--- config.mk ---
export PLATFORM = sky130hd
export DESIGN_NAME = nanoseconds_to_calendar_date_flat
export DESIGN_NICKNAME = d
export VERILOG_FILES = /design/src/hdl/n2cd_pkg.sv /design/src/hdl/n2cd_if.sv /design/src/hdl/n2cd_step_unit.sv /design/src/hdl/nanoseconds_to_calendar_date.sv /design/src/flat_wrapper.sv
export SDC_FILE = /design/constraint.sdc
export NUM_CORES = 1
export LEC_CHECK = 0
export ABC_CLOCK_PERIOD_IN_PS = 16390
export BUFFER_PORTS_ARGS = -buffer_cell sky130_fd_sc_hd__buf_2
export CAP_MARGIN = 15
export CELL_PAD_IN_SITES_DETAIL_PLACEMENT = 0
export CELL_PAD_IN_SITES_GLOBAL_PLACEMENT = 1
export CORE_UTILIZATION = 47
export DETAILED_ROUTE_END_ITERATION = 16
export PLACE_DENSITY = 0.91
export SKIP_LAST_GASP = 1
export SLEW_MARGIN = 20
export SYNTH_ARGS = -nofsm -noshare
export SYNTH_HDL_FRONTEND = slang
export SYNTH_HIERARCHICAL = 1
export SYNTH_SLANG_ARGS = --single-unit
--- constraint.sdc ---
create_clock -name clk -period 16.39 [get_ports clk]
set_input_delay 0 -clock clk [delete_from_list [all_inputs] [get_ports clk]]
set_output_delay 0 -clock clk [all_outputs]
set_load 0.1 [all_outputs]
--- src/hdl/n2cd_pkg.sv ---
// Package for the nanosecond-to-calendar converter.
// Holds time constants, the sequencer state type, the step-unit result type
// and the year/month length functions. No dependencies.
`timescale 1ns / 1ps

package n2cd_pkg;

    localparam int unsigned RemW = 64;

    localparam logic [RemW-1:0] NS_PER_SEC  = 64'd1000000000;
    localparam logic [RemW-1:0] NS_PER_MIN  = 64'd60000000000;
    localparam logic [RemW-1:0] NS_PER_HOUR = 64'd3600000000000;
    localparam logic [RemW-1:0] NS_PER_DAY  = 64'd86400000000000;

    localparam logic [11:0] BASE_YEAR  = 12'd2000;
    localparam logic [11:0] YEAR_LIMIT = 12'd4000;
    localparam logic [3:0]  LAST_MONTH_IDX = 4'd11;
    localparam logic [3:0]  JUNE_IDX       = 4'd5;

    // Sequencer states
    typedef enum logic [2:0] {
        S_IDLE,
        S_YEAR,
        S_MONTH,
        S_DAY,
        S_HOUR,
        S_MIN,
        S_SEC,
        S_DONE
    } state_t;

    // Result of the shared subtract/compare unit
    typedef struct packed {
        logic [RemW-1:0] diff;
        logic            ge;
    } step_res_t;

    // Every fourth year from 2000 is leap; 2000 is a multiple of four
    function automatic logic is_leap(input logic [11:0] yr);
        return (yr[1:0] == 2'b00);
    endfunction

    function automatic logic has_year_leap_sec(input logic [11:0] yr);
        return (yr == 12'd2005) || (yr == 12'd2008) ||
               (yr == 12'd2015) || (yr == 12'd2016);
    endfunction

    // Length of a whole year in nanoseconds
    function automatic logic [RemW-1:0] year_ns(input logic [11:0] yr);
        logic [RemW-1:0] len;
        len = is_leap(yr) ? (64'd366 * NS_PER_DAY) : (64'd365 * NS_PER_DAY);
        if (has_year_leap_sec(yr))
        begin
            len = len + NS_PER_SEC;
        end
        return len;
    endfunction

    // Length of month k (0 = January) in nanoseconds, June extra second included
    function automatic logic [RemW-1:0] month_ns(input logic [11:0] yr,
                                                 input logic [3:0]  k);
        logic [RemW-1:0] len;
        unique case (k)
            4'd1:                      len = is_leap(yr) ? 64'd29 * NS_PER_DAY
                                                         : 64'd28 * NS_PER_DAY;
            4'd3, 4'd5, 4'd8, 4'd10:   len = 64'd30 * NS_PER_DAY;
            default:                   len = 64'd31 * NS_PER_DAY;
        endcase
        if (((yr == 12'd2012) || (yr == 12'd2015)) && (k == JUNE_IDX))
        begin
            len = len + NS_PER_SEC;
        end
        return len;
    endfunction

endpackage

--- src/hdl/n2cd_if.sv ---
// Valid/ready channel interfaces for the input count and the calendar result.
// Depends on nothing.
`timescale 1ns / 1ps

interface n2cd_in_if;
    logic        valid;
    logic        ready;
    logic [63:0] raw_nanoseconds;

    modport source (output valid, output raw_nanoseconds, input ready);
    modport sink   (input valid, input raw_nanoseconds, output ready);
endinterface

interface n2cd_out_if;
    logic        valid;
    logic        ready;
    logic [11:0] year;
    logic [3:0]  month;
    logic [4:0]  day;
    logic [4:0]  hour;
    logic [5:0]  minute;
    logic [5:0]  second;
    logic [29:0] nanosecond;

    modport source (output valid, output year, output month, output day, output hour,
                    output minute, output second, output nanosecond, input ready);
    modport sink   (input valid, input year, input month, input day, input hour,
                    input minute, input second, input nanosecond, output ready);
endinterface

--- src/hdl/n2cd_step_unit.sv ---
// Shared 64-bit subtract and compare unit used by every sequencer step.
// Depends on n2cd_pkg.
`timescale 1ns / 1ps

module n2cd_step_unit
(
    input  logic [n2cd_pkg::RemW-1:0] rem,
    input  logic [n2cd_pkg::RemW-1:0] sub,
    output n2cd_pkg::step_res_t       res
);

    logic [n2cd_pkg::RemW:0] wide_diff;

    // Borrow out of the top clear means rem >= sub
    assign wide_diff = {1'b0, rem} - {1'b0, sub};
    assign res.diff  = wide_diff[n2cd_pkg::RemW-1:0];
    assign res.ge    = ~wide_diff[n2cd_pkg::RemW];

endmodule

--- src/hdl/nanoseconds_to_calendar_date.sv ---
// Converts a nanosecond count since 2000-01-01 into calendar fields.
// Depends on n2cd_pkg, n2cd_if and n2cd_step_unit.
`timescale 1ns / 1ps

// One word in, one word out. A single 64-bit subtract/compare unit does all the
// work under a small sequencer: whole years are removed one per cycle, then up to
// twelve whole months, then day, hour, minute and second are found by restoring
// division against shifted constants, and the result is handed off to the output
// register once that is free or being drained. The input is ready only while the
// sequencer is idle; the finished result sits in an output register, so the next
// word can be taken while the result still waits.
// Calendar rules: every fourth year is leap with no century exception, whole-year
// leap seconds in 2005, 2008, 2015 and 2016, and an extra June second in 2012 and
// 2015. The last second of a leap-second year without the June second reports
// month 13, day 1, 00:00:00.
module nanoseconds_to_calendar_date
(
    input  logic                clk,
    input  logic                rst_n,
    n2cd_in_if.sink             in_ch,
    n2cd_out_if.source          out_ch
);

    n2cd_pkg::state_t           state_reg, state_next;
    logic [n2cd_pkg::RemW-1:0]  rem_reg, rem_next;
    logic [11:0]                year_reg, year_next;
    logic [3:0]                 month_reg, month_next;
    logic [4:0]                 dd_reg, dd_next;
    logic [4:0]                 hh_reg, hh_next;
    logic [5:0]                 mm_reg, mm_next;
    logic [5:0]                 ss_reg, ss_next;
    logic [3:0]                 cnt_reg, cnt_next;

    logic                       ovalid_reg, ovalid_next;
    logic                       load_out;
    logic [11:0]                oyear_reg;
    logic [3:0]                 omonth_reg;
    logic [4:0]                 oday_reg;
    logic [4:0]                 ohour_reg;
    logic [5:0]                 omin_reg;
    logic [5:0]                 osec_reg;
    logic [29:0]                ons_reg;

    logic [n2cd_pkg::RemW-1:0]  sub;
    n2cd_pkg::step_res_t        step;

    // Subtrahend for the current step
    always_comb
    begin
        unique case (state_reg)
            n2cd_pkg::S_YEAR:  sub = n2cd_pkg::year_ns(year_reg);
            n2cd_pkg::S_MONTH: sub = n2cd_pkg::month_ns(year_reg, cnt_reg);
            n2cd_pkg::S_DAY:   sub = n2cd_pkg::NS_PER_DAY  << cnt_reg[2:0];
            n2cd_pkg::S_HOUR:  sub = n2cd_pkg::NS_PER_HOUR << cnt_reg[2:0];
            n2cd_pkg::S_MIN:   sub = n2cd_pkg::NS_PER_MIN  << cnt_reg[2:0];
            n2cd_pkg::S_SEC:   sub = n2cd_pkg::NS_PER_SEC  << cnt_reg[2:0];
            default:           sub = '0;
        endcase
    end

    n2cd_step_unit u_step
    (
        .rem (rem_reg),
        .sub (sub),
        .res (step)
    );

    // Sequencer next state
    always_comb
    begin
        state_next  = state_reg;
        rem_next    = rem_reg;
        year_next   = year_reg;
        month_next  = month_reg;
        dd_next     = dd_reg;
        hh_next     = hh_reg;
        mm_next     = mm_reg;
        ss_next     = ss_reg;
        cnt_next    = cnt_reg;
        load_out    = 1'b0;

        unique case (state_reg)
            n2cd_pkg::S_IDLE:
            begin
                if (in_ch.valid)
                begin
                    rem_next   = in_ch.raw_nanoseconds;
                    year_next  = n2cd_pkg::BASE_YEAR;
                    month_next = 4'd1;
                    state_next = n2cd_pkg::S_YEAR;
                end
            end
            n2cd_pkg::S_YEAR:
            begin
                if (step.ge && (year_reg != n2cd_pkg::YEAR_LIMIT))
                begin
                    rem_next  = step.diff;
                    year_next = year_reg + 12'd1;
                end
                else
                begin
                    cnt_next   = 4'd0;
                    state_next = n2cd_pkg::S_MONTH;
                end
            end
            n2cd_pkg::S_MONTH:
            begin
                if (step.ge)
                begin
                    rem_next   = step.diff;
                    month_next = month_reg + 4'd1;
                end
                if (!step.ge || (cnt_reg == n2cd_pkg::LAST_MONTH_IDX))
                begin
                    cnt_next   = 4'd4;
                    dd_next    = '0;
                    state_next = n2cd_pkg::S_DAY;
                end
                else
                begin
                    cnt_next = cnt_reg + 4'd1;
                end
            end
            n2cd_pkg::S_DAY:
            begin
                if (step.ge)
                begin
                    rem_next = step.diff;
                end
                dd_next = {dd_reg[3:0], step.ge};
                if (cnt_reg == 4'd0)
                begin
                    cnt_next   = 4'd4;
                    hh_next    = '0;
                    state_next = n2cd_pkg::S_HOUR;
                end
                else
                begin
                    cnt_next = cnt_reg - 4'd1;
                end
            end
            n2cd_pkg::S_HOUR:
            begin
                if (step.ge)
                begin
                    rem_next = step.diff;
                end
                hh_next = {hh_reg[3:0], step.ge};
                if (cnt_reg == 4'd0)
                begin
                    cnt_next   = 4'd5;
                    mm_next    = '0;
                    state_next = n2cd_pkg::S_MIN;
                end
                else
                begin
                    cnt_next = cnt_reg - 4'd1;
                end
            end
            n2cd_pkg::S_MIN:
            begin
                if (step.ge)
                begin
                    rem_next = step.diff;
                end
                mm_next = {mm_reg[4:0], step.ge};
                if (cnt_reg == 4'd0)
                begin
                    cnt_next   = 4'd5;
                    ss_next    = '0;
                    state_next = n2cd_pkg::S_SEC;
                end
                else
                begin
                    cnt_next = cnt_reg - 4'd1;
                end
            end
            n2cd_pkg::S_SEC:
            begin
                if (step.ge)
                begin
                    rem_next = step.diff;
                end
                ss_next = {ss_reg[4:0], step.ge};
                if (cnt_reg == 4'd0)
                begin
                    state_next = n2cd_pkg::S_DONE;
                end
                else
                begin
                    cnt_next = cnt_reg - 4'd1;
                end
            end
            n2cd_pkg::S_DONE:
            begin
                // hand off once the output register is free or being drained
                if (!ovalid_reg || out_ch.ready)
                begin
                    load_out   = 1'b1;
                    state_next = n2cd_pkg::S_IDLE;
                end
            end
            default:
            begin
                state_next = n2cd_pkg::S_IDLE;
            end
        endcase
    end

    // Output valid tracking
    always_comb
    begin
        ovalid_next = ovalid_reg;
        if (out_ch.ready)
        begin
            ovalid_next = 1'b0;
        end
        if (load_out)
        begin
            ovalid_next = 1'b1;
        end
    end

    // Control registers
    always_ff @(posedge clk or negedge rst_n)
    begin
        if (!rst_n)
        begin
            state_reg  <= n2cd_pkg::S_IDLE;
            ovalid_reg <= 1'b0;
        end
        else
        begin
            state_reg  <= state_next;
            ovalid_reg <= ovalid_next;
        end
    end

    // Working registers
    always_ff @(posedge clk)
    begin
        rem_reg   <= rem_next;
        year_reg  <= year_next;
        month_reg <= month_next;
        dd_reg    <= dd_next;
        hh_reg    <= hh_next;
        mm_reg    <= mm_next;
        ss_reg    <= ss_next;
        cnt_reg   <= cnt_next;
    end

    // Output word register
    always_ff @(posedge clk)
    begin
        if (load_out)
        begin
            oyear_reg  <= year_reg;
            omonth_reg <= month_reg;
            oday_reg   <= dd_reg + 5'd1;
            ohour_reg  <= hh_reg;
            omin_reg   <= mm_reg;
            osec_reg   <= ss_reg;
            ons_reg    <= rem_reg[29:0];
        end
    end

    assign in_ch.ready       = (state_reg == n2cd_pkg::S_IDLE);
    assign out_ch.valid      = ovalid_reg;
    assign out_ch.year       = oyear_reg;
    assign out_ch.month      = omonth_reg;
    assign out_ch.day        = oday_reg;
    assign out_ch.hour       = ohour_reg;
    assign out_ch.minute     = omin_reg;
    assign out_ch.second     = osec_reg;
    assign out_ch.nanosecond = ons_reg;

endmodule

--- src/flat_wrapper.sv ---
// flat-port wrapper written by rule: the top's interface ports become plain ports
module nanoseconds_to_calendar_date_flat 
  (clk, rst_n, in_ch_valid, in_ch_raw_nanoseconds, in_ch_ready, out_ch_valid, out_ch_year, out_ch_month, out_ch_day, out_ch_hour, out_ch_minute, out_ch_second, out_ch_nanosecond, out_ch_ready);
  n2cd_in_if in_ch_i ();
  n2cd_out_if out_ch_i ();
  input  logic clk;
  input  logic rst_n;
  input wire logic [$bits(in_ch_i.valid)-1:0] in_ch_valid;
  input wire logic [$bits(in_ch_i.raw_nanoseconds)-1:0] in_ch_raw_nanoseconds;
  output wire logic [$bits(in_ch_i.ready)-1:0] in_ch_ready;
  output wire logic [$bits(out_ch_i.valid)-1:0] out_ch_valid;
  output wire logic [$bits(out_ch_i.year)-1:0] out_ch_year;
  output wire logic [$bits(out_ch_i.month)-1:0] out_ch_month;
  output wire logic [$bits(out_ch_i.day)-1:0] out_ch_day;
  output wire logic [$bits(out_ch_i.hour)-1:0] out_ch_hour;
  output wire logic [$bits(out_ch_i.minute)-1:0] out_ch_minute;
  output wire logic [$bits(out_ch_i.second)-1:0] out_ch_second;
  output wire logic [$bits(out_ch_i.nanosecond)-1:0] out_ch_nanosecond;
  input wire logic [$bits(out_ch_i.ready)-1:0] out_ch_ready;
  assign in_ch_i.valid = in_ch_valid;
  assign in_ch_i.raw_nanoseconds = in_ch_raw_nanoseconds;
  assign in_ch_ready = in_ch_i.ready;
  assign out_ch_valid = out_ch_i.valid;
  assign out_ch_year = out_ch_i.year;
  assign out_ch_month = out_ch_i.month;
  assign out_ch_day = out_ch_i.day;
  assign out_ch_hour = out_ch_i.hour;
  assign out_ch_minute = out_ch_i.minute;
  assign out_ch_second = out_ch_i.second;
  assign out_ch_nanosecond = out_ch_i.nanosecond;
  assign out_ch_i.ready = out_ch_ready;
  nanoseconds_to_calendar_date u_core (.clk(clk), .rst_n(rst_n), .in_ch(in_ch_i), .out_ch(out_ch_i));
endmodule
==> results of run 1 <==
logic make-up after synthesis:
kind of cell,Yosys count
AO/OA/AOI/OAI,459
XOR/XNOR,74
adder cells (fa/ha/maj),85
buffers and inverters,207
flip-flops,178
multiplexers,72
other,1
AND/OR/NAND/NOR,426
cell usage in the layout (no fill, tap or decap), types with 8 or more instances in the layout:
cell type	count
o22ai_1	16
o21a_1	8
edfxtp_1	174
o21bai_1	24
nor2_1	102
o21ai_1	9
buf_4	12
a31oi_1	22
o221ai_1	13
nand2b_1	21
xnor2_1	47
inv_1	103
a22oi_1	12
nand2_1	111
o21ai_0	84
and3_1	23
mux2_2	66
nand3_1	35
a21o_1	35
a211oi_1	12
and2_1	10
dlygate4sd3_1	67
nor3_1	29
nand4_1	25
o211ai_1	23
xor2_1	27
ha_1	84
a221oi_1	10
conb_1	19
buf_2	137
nor2b_1	20
clkbuf_16	17
a21oi_1	134
worst max path at each step:
stage | start | end | slack, ns | cells past startpoint
floorplan | u_core/cnt_reg[1]$_DFFE_PP_ | u_core/rem_reg[0]$_DFFE_PP_ | 3.26 | 27
global placement | u_core/cnt_reg[0]$_DFFE_PP_ | u_core/rem_reg[14]$_DFFE_PP_ | 8.95 | 23
detailed placement | u_core/cnt_reg[0]$_DFFE_PP_ | u_core/rem_reg[10]$_DFFE_PP_ | 8.65 | 23
CTS | u_core/cnt_reg[0]$_DFFE_PP_ | u_core/rem_reg[19]$_DFFE_PP_ | 8.59 | 23
global route | u_core/cnt_reg[0]$_DFFE_PP_ | u_core/rem_reg[19]$_DFFE_PP_ | 7.99 | 23
finish | u_core/cnt_reg[0]$_DFFE_PP_ | u_core/rem_reg[12]$_DFFE_PP_ | 8.49 | 23
worst register-to-register path, cell delays in order, from the launching register on:
cell      delay (ns)
edfxtp_1        0.33
buf_4           0.47
inv_1           0.50
ha_1            0.39
o21bai_1        0.18
mux2_2          0.31
ha_1            0.35
a21oi_2         0.13
ha_1            0.25
o22a_1          0.21
o211ai_1        0.09
inv_1           0.08
ha_1            0.45
nand2_1         0.12
or3_1           0.38
o211ai_1        0.38
nand4_1         0.18
a21oi_1         0.32
o211ai_1        0.16
and3_1          0.20
a21oi_1         0.62
inv_1           0.30
o311ai_2        0.32
buf_4           0.71
Yosys cell counts, drive strengths merged (5+ instances only):
library cell | number | area share (%)
nor2 | 103 | 2.8
and3 | 25 | 1.2
a31oi | 22 | 1.0
o221ai | 13 | 0.82
a21oi | 136 | 5.0
clkbuf | 46 | 1.4
inv | 104 | 2.8
nand2 | 112 | 3.1
nand4 | 25 | 1.1
a21o | 37 | 2.0
nor4 | 7 | 0.43
xor2 | 27 | 1.7
o21bai | 24 | 1.3
o211ai | 23 | 1.2
nand2b | 22 | 1.0
ha | 84 | 7.6
edfxtp | 174 | 38
nor3 | 31 | 1.2
xnor2 | 47 | 3.0
o21ai | 94 | 3.4
o22ai | 16 | 0.72
mux2i | 6 | 0.43
or2 | 6 | 0.27
a211oi | 14 | 0.83
nand3 | 36 | 1.3
nor2b | 20 | 0.90
or3 | 8 | 0.37
o31ai | 5 | 0.27
buf | 55 | 2.2
mux2 | 66 | 5.4
o21a | 8 | 0.43
and2 | 11 | 0.51
a221oi | 10 | 0.63
a22oi | 12 | 0.65
through the flow:
step / instances / utilization (%) / setup slack (ns) / hold slack [ns] / instance area (µm²)
floorplan: 1520 / - / 3.260 / -0.2956 / 13900
global placement: 1952 / 50.82 / 8.954 / -0.1850 / 14660
detailed placement: 1952 / 50.82 / 8.647 / -0.1826 / 14660
CTS: 2051 / 55.18 / 8.592 / 0.2484 / 15920
global route: 2051 / 55.18 / 7.991 / 0.2892 / 15920
finish: 2051 / 55.18 / 8.491 / 0.2636 / 15920
layout make-up:
cell class	count	area share, %
sequential	178	33.44
clock buffer	18	2.695
multi-input combinational	1135	48.26
tap	384	3.017
clock inverter	14	0.9980
timing repair buffer	216	9.084
inverter	106	2.499
per-layer routing:
layer	vias up	GRT usage, %	share of wire, %
li1	5829	-	-
met1	5858	36.97	45
met2	526	42.77	46
met3	71	3.794	6.8
met4	0	9.071	2.6
met5	-	0	0
==> summary.md, run 1 <==
| Metric | Value |
|---|---|
| ANT nets after route | `0` |
| Largest net degree at the start of global routing | `73` |
| Crit-path slowest cell | `buf_4` |
| Hold path start | `in_ch_valid` |
| Period utilisation layout | `48.20%` |
| Setup CP Type | `reg -> reg` |
| Max reg flops | `64` |
| CP bufs+invs | `5` |
| Crit-path leading delay family | `compound AO/OA/AOI/OAI gates` |
| Peak fanout along the critical path | `64` |
| First-pass DRT Iterations | `7` |
| Post-synthesis xor/xnor area fraction | `4.686%` |
| Worst path max stage delay | `0.71 ns` |
| Crit end category | `register` |
| RSZ-0062 raised after global routing | `false` |
| Register Area | `5325 µm²` |
| Clk_lat worst skew | `0.45 ns` |
| Sequential area share after synthesis | `38.50%` |
| Distinct cells, synth | `94` |
| Vias in the first global route | `11490` |
| DRT iter0 DRCs | `1391` |
| Skew final | `0.01368 ns` |
| Hold Buf Count CTS | `67` |
| Ant diodes | `0` |
| Yosys Warn Count | `6` |
| CTS tree | `built` |
| PostCTS Resize Cnt | `0` |
| Vias per cell | `5.989` |
| Gr ovfl total | `0` |
| Gpl congestion | `0.9666` |
| Required time worst endpoint | `16.45 ns` |
| Number of synthesized flops with an enable pin | `174` |
| Worst Hold Class | `in -> reg` |
| Max-Cap Viols | `0` |
| Critical R2R Capture | `u_core/rem_reg[12]$_DFFE_PP_` |
| Hold Fails Final Rpt | `0` |
| Clock buffer count from CTS | `17` |
| DPL Wire Length | `28.86 mm` |
| Outcome | `completed` |
| Clock Sinks | `178` |
| Cell count of the worst hold path | `3` |
| Die area | `30120 µm²` |
| Clock Pin Slew Worst Setup and Hold Paths | `0.07 ns` |
| Io pins | `138` |
| Setup TNS | `0 ns` |
| Cell Rows | `62` |
| Avg WL per Cell | `19.93 µm` |
| Max-slew violations | `0` |
| Multi-input gate area | `7685 µm²` |
| Core Box Area | `28860 µm²` |
| Predominant post-synthesis flop cell | `edfxtp_1` |
| Synth Area in Compound Gates | `21.28%` |
| Synthesized cell area | `13830 µm²` |
| Fillers | `2673` |
| Slew margin rel. | `19.73%` |
| Number of I/O port buffers | `137` |
| Crit-path cells | `buf_4 -> inv_1 -> ha_1 -> o21bai_1 -> mux2_2 -> ha_1 -> a21oi_2 -> ha_1 -> o22a_1 -> o211ai_1 -> inv_1 -> ha_1 -> nand2_1 -> or3_1 -> o211ai_1 -> nand4_1 -> a21oi_1 -> o211ai_1 -> and3_1 -> a21oi_1 -> inv_1 -> o311ai_2 -> buf_4` |
| WL final | `40.88 mm` |
| Simple-gate share of the synthesized area | `15.43%` |
| CTS root buffer | `clkbuf_16` |
| Crit path DAT | `7.96 ns` |
| Async set-reset flop share out of synthesis | `2.247%` |
| Die height | `173.6 µm` |
| Final min period | `7.899 ns` |
| Final setup vio count | `0` |
| Mux share of post-synthesis cell area | `5.807%` |
| Die X | `173.6 µm` |
| Worst Hold End | `u_core/month_reg[2]$_SDFFCE_PN0P_` |
| Synthesized flop and latch total | `178` |
| All-Layer GR Usage | `26.70%` |
| Cell mode on critical path | `ha_1` |
| Final net count | `1807` |
| Adder-cell share of the synthesized area | `7.743%` |
| CTS max path bufs | `2` |
| First-pass GRT wire length | `63.29 mm` |
| DRC viols | `0` |
| Synth-to-Final Area Change | `15.12%` |
| Initial antenna violation count | `1` |
| Least-Margin Pin Slew | `1.202 ns` |
| Postcts setup bufs | `0` |
| RR Startpoint | `u_core/cnt_reg[0]$_DFFE_PP_` |
| Largest family of logic cells by synthesized area | `compound AO/OA/AOI/OAI gates` |
| Fraction of layout cells with a size suffix above 1 | `16.50%` |
| Worst R2R Setup Slack | `8.49 ns` |
| Syn Area/Cell | `9.209 µm²` |
| Via Count | `12280` |
| FF-to-FF path depth | `23` |
| H-tree levels | `4` |
| Starting Density | `47.93%` |
| Crit path launch type | `register` |
| Fmax | `126.6 MHz` |
| Post-Synthesis Cells | `1502` |
Power of run 1 is left out: the tool's default activity adds up to more than one toggle a clock period on the data nets, which glitch-free logic cannot reach.
==> run 2, diff against run 1 <==
Settings changed: ABC_CLOCK_PERIOD_IN_PS 16390 to 8200.
Clock period 16.39 ns to 8.2 ns, I/O delays scaled along.
==> run 2 against run 1 <==
Net effect:
- sequential share of layout area is 0.33 points lower
- sequential cell count is the same
- wire length grew 1.6%
- first-iteration DRC count grew 9.0%
- clock skew rose by 0.0062 ns
- setup slack got worse by 7.7 ns
- highest routed layer unchanged
- global-route usage up 0.55 points
- register-to-register slack worse by 7.7 ns
- die area did not move
==> summary.md, run 2 (synthesis gave the netlist of run 1 again) <==
| Metric | Value |
|---|---|
| Ant diodes | `0 (unchanged)` |
| Via Count | `12400 (+0.94%)` |
| Setup TNS | `0 ns (unchanged)` |
| Commonest non-fill, non-tap cell in the layout | `edfxtp_1` |
| DRC viols | `0 (unchanged)` |
| Period utilisation layout | `89.86% (+42 points)` |
| Clock Pin Slew Worst Setup and Hold Paths | `0.08 ns (about the same)` |
| Clk_lat worst skew | `0.45 ns (about the same)` |
| Crit path launch type | `register` |
| Peak fanout along the critical path | `43 (-33%)` |
| Clock buffer count from CTS | `17 (unchanged)` |
| Fin cells | `2066 (+0.73%)` |
| Initial antenna violation count | `1 (unchanged)` |
| Required time worst endpoint | `8.32 ns (-8.13 ns)` |
| CTS root buffer | `clkbuf_16` |
| Cell Rows | `62 (unchanged)` |
| Outcome | `completed` |
| Hold Fails Final Rpt | `0 (unchanged)` |
| WL final | `41.55 mm (+1.6%)` |
| Final net count | `1822 (+0.83%)` |
| Number of I/O port buffers | `137 (unchanged)` |
| PostCTS Resize Cnt | `0 (unchanged)` |
| First-pass GRT wire length | `64.47 mm (+1.9%)` |
| Crit end category | `register` |
| Starting Density | `47.93% (unchanged)` |
| Fmax | `135.7 MHz (+7.2%)` |
| Largest net degree at the start of global routing | `69 (-5.5%)` |
| Max-Cap Viols | `0 (unchanged)` |
| Max-slew violations | `0 (unchanged)` |
| Gr ovfl total | `0 (unchanged)` |
| DRT iter0 DRCs | `1516 (+9.0%)` |
| Final setup vio count | `0 (unchanged)` |
| Placed cell area | `14800 µm² (+0.92%)` |
| DPL Wire Length | `30.01 mm (+4.0%)` |
| Setup CP Type | `reg -> reg` |
| Die height | `173.6 µm (unchanged)` |
| Worst Hold Class | `in -> reg` |
| Die X | `173.6 µm (unchanged)` |
| Skew final | `0.01990 ns (+0.006216 ns)` |
| ANT nets after route | `0 (unchanged)` |
| Vias per cell | `6.002 (+0.21%)` |
| Die area | `30120 µm² (unchanged)` |
| Crit path DAT | `7.49 ns (-0.47 ns)` |
| Fraction of layout cells with a size suffix above 1 | `17.36% (+0.86 points)` |
| Max reg flops | `64 (unchanged)` |
| Hold Buf Count CTS | `67 (unchanged)` |
| First-pass DRT Iterations | `6 (-1)` |
| CTS max path bufs | `2 (unchanged)` |
| Synth-to-Final Area Change | `16.26%` |
| Postcts setup bufs | `0 (unchanged)` |
| Io pins | `138 (unchanged)` |
| Avg WL per Cell | `20.11 µm (+0.90%)` |
| Clock Sinks | `178 (unchanged)` |
| Post-layout instance area | `16080 µm² (+1.0%)` |
| All-Layer GR Usage | `27.25% (+0.55 points)` |
| Final min period | `7.368 ns (-0.5309 ns)` |
| Gpl congestion | `0.9826 (+1.7%)` |
| RSZ-0062 raised after global routing | `false` |
| Placed insts | `1967 (+0.77%)` |
| H-tree levels | `4 (unchanged)` |
| Slew margin rel. | `35.60% (+16 points)` |
| Core Box Area | `28860 µm² (unchanged)` |
| Least-Margin Pin Slew | `0.9660 ns (-0.2357 ns)` |
| Vias in the first global route | `11690 (+1.7%)` |
| CTS tree | `built` |
| Most frequent cells in the layout | `edfxtp_1, buf_2, a21oi_1` |
run 2: changes by cell type in the layout (fill, tap and decap cells not counted), moves of 2 or more:
cell,before,now
buf_4,12,26
clkinv_1,4,2
clkinv_2,1,3
clkinv_4,3,1
run 2: through the flow:
step | hold WS (ns) | setup WS, ns | utilization [%]
global placement | -0.1871 | 1.233 | 51.28
floorplan | -0.2956 | 1.037 | -
global route | 0.1225 | 0.3935 | 55.73
detailed placement | -0.1829 | 0.9841 | 51.28
CTS | 0.1021 | 0.9336 | 55.73
finish | 0.1315 | 0.8316 | 55.73
run 2: final cells by class:
| cell class | count | area (µm²) |
|---|---|---|
| fillers | 2669 | 12780 |
| multi-input cells | 1135 | 7695 |
| clock inverters | 14 | 182.7 |
| inverters | 106 | 397.9 |
| flip-flops and latches | 178 | 5325 |
| well taps | 384 | 480.5 |
| repair buffers | 231 | 1572 |
| clock buffers | 18 | 429.2 |
run 2: worst max-delay path: stages (launching register included):
cell,delay (ns)
edfxtp_1,0.82
ha_1,0.30
nor3b_2,0.43
inv_1,0.22
ha_1,0.35
a21oi_2,0.30
ha_1,0.28
and3_1,0.14
a21oi_1,0.12
nand3_1,0.10
inv_1,0.08
ha_1,0.26
nand2_1,0.10
or3_1,0.37
o211ai_1,0.41
nand4_1,0.19
a21oi_1,0.33
o211ai_1,0.16
and3_1,0.20
a21oi_1,0.62
inv_1,0.29
o311ai_4,0.57
buf_12,0.31
run 2: routing by layer:
layer / routed length [µm] / up-vias / share of wire [%] / global-route usage [%]
met3: 3308 / 89 / 8.0 / 4.825
li1: - / 5874 / - / -
met2: 19010 / 606 / 46 / 43.14
met1: 17920 / 5831 / 43 / 37.13
met4: 1314 / 0 / 3.2 / 10.40
met5: 0 / - / 0 / 0
run 2: final timing paths:
path,startpoint,endpoint,slack (ns),depth (start not counted)
max,u_core/cnt_reg[0]$_DFFE_PP_,u_core/rem_reg[12]$_DFFE_PP_,0.83,22
max in group asynchronous,rst_n,u_core/state_reg[1]$_DFFE_PN0P_,7.53,3
min,in_ch_valid,u_core/rem_reg[43]$_DFFE_PP_,0.13,3
min in group asynchronous,rst_n,u_core/state_reg[2]$_DFFE_PN0P_,0.47,3
max reg2reg,u_core/cnt_reg[0]$_DFFE_PP_,u_core/rem_reg[12]$_DFFE_PP_,0.83,22
min reg2reg,u_core/ss_reg[5]$_SDFFCE_PN0P_,u_core/out_ch.second[5]$_DFFE_PP_,0.42,0
Power of run 2 is left out for the same reason.
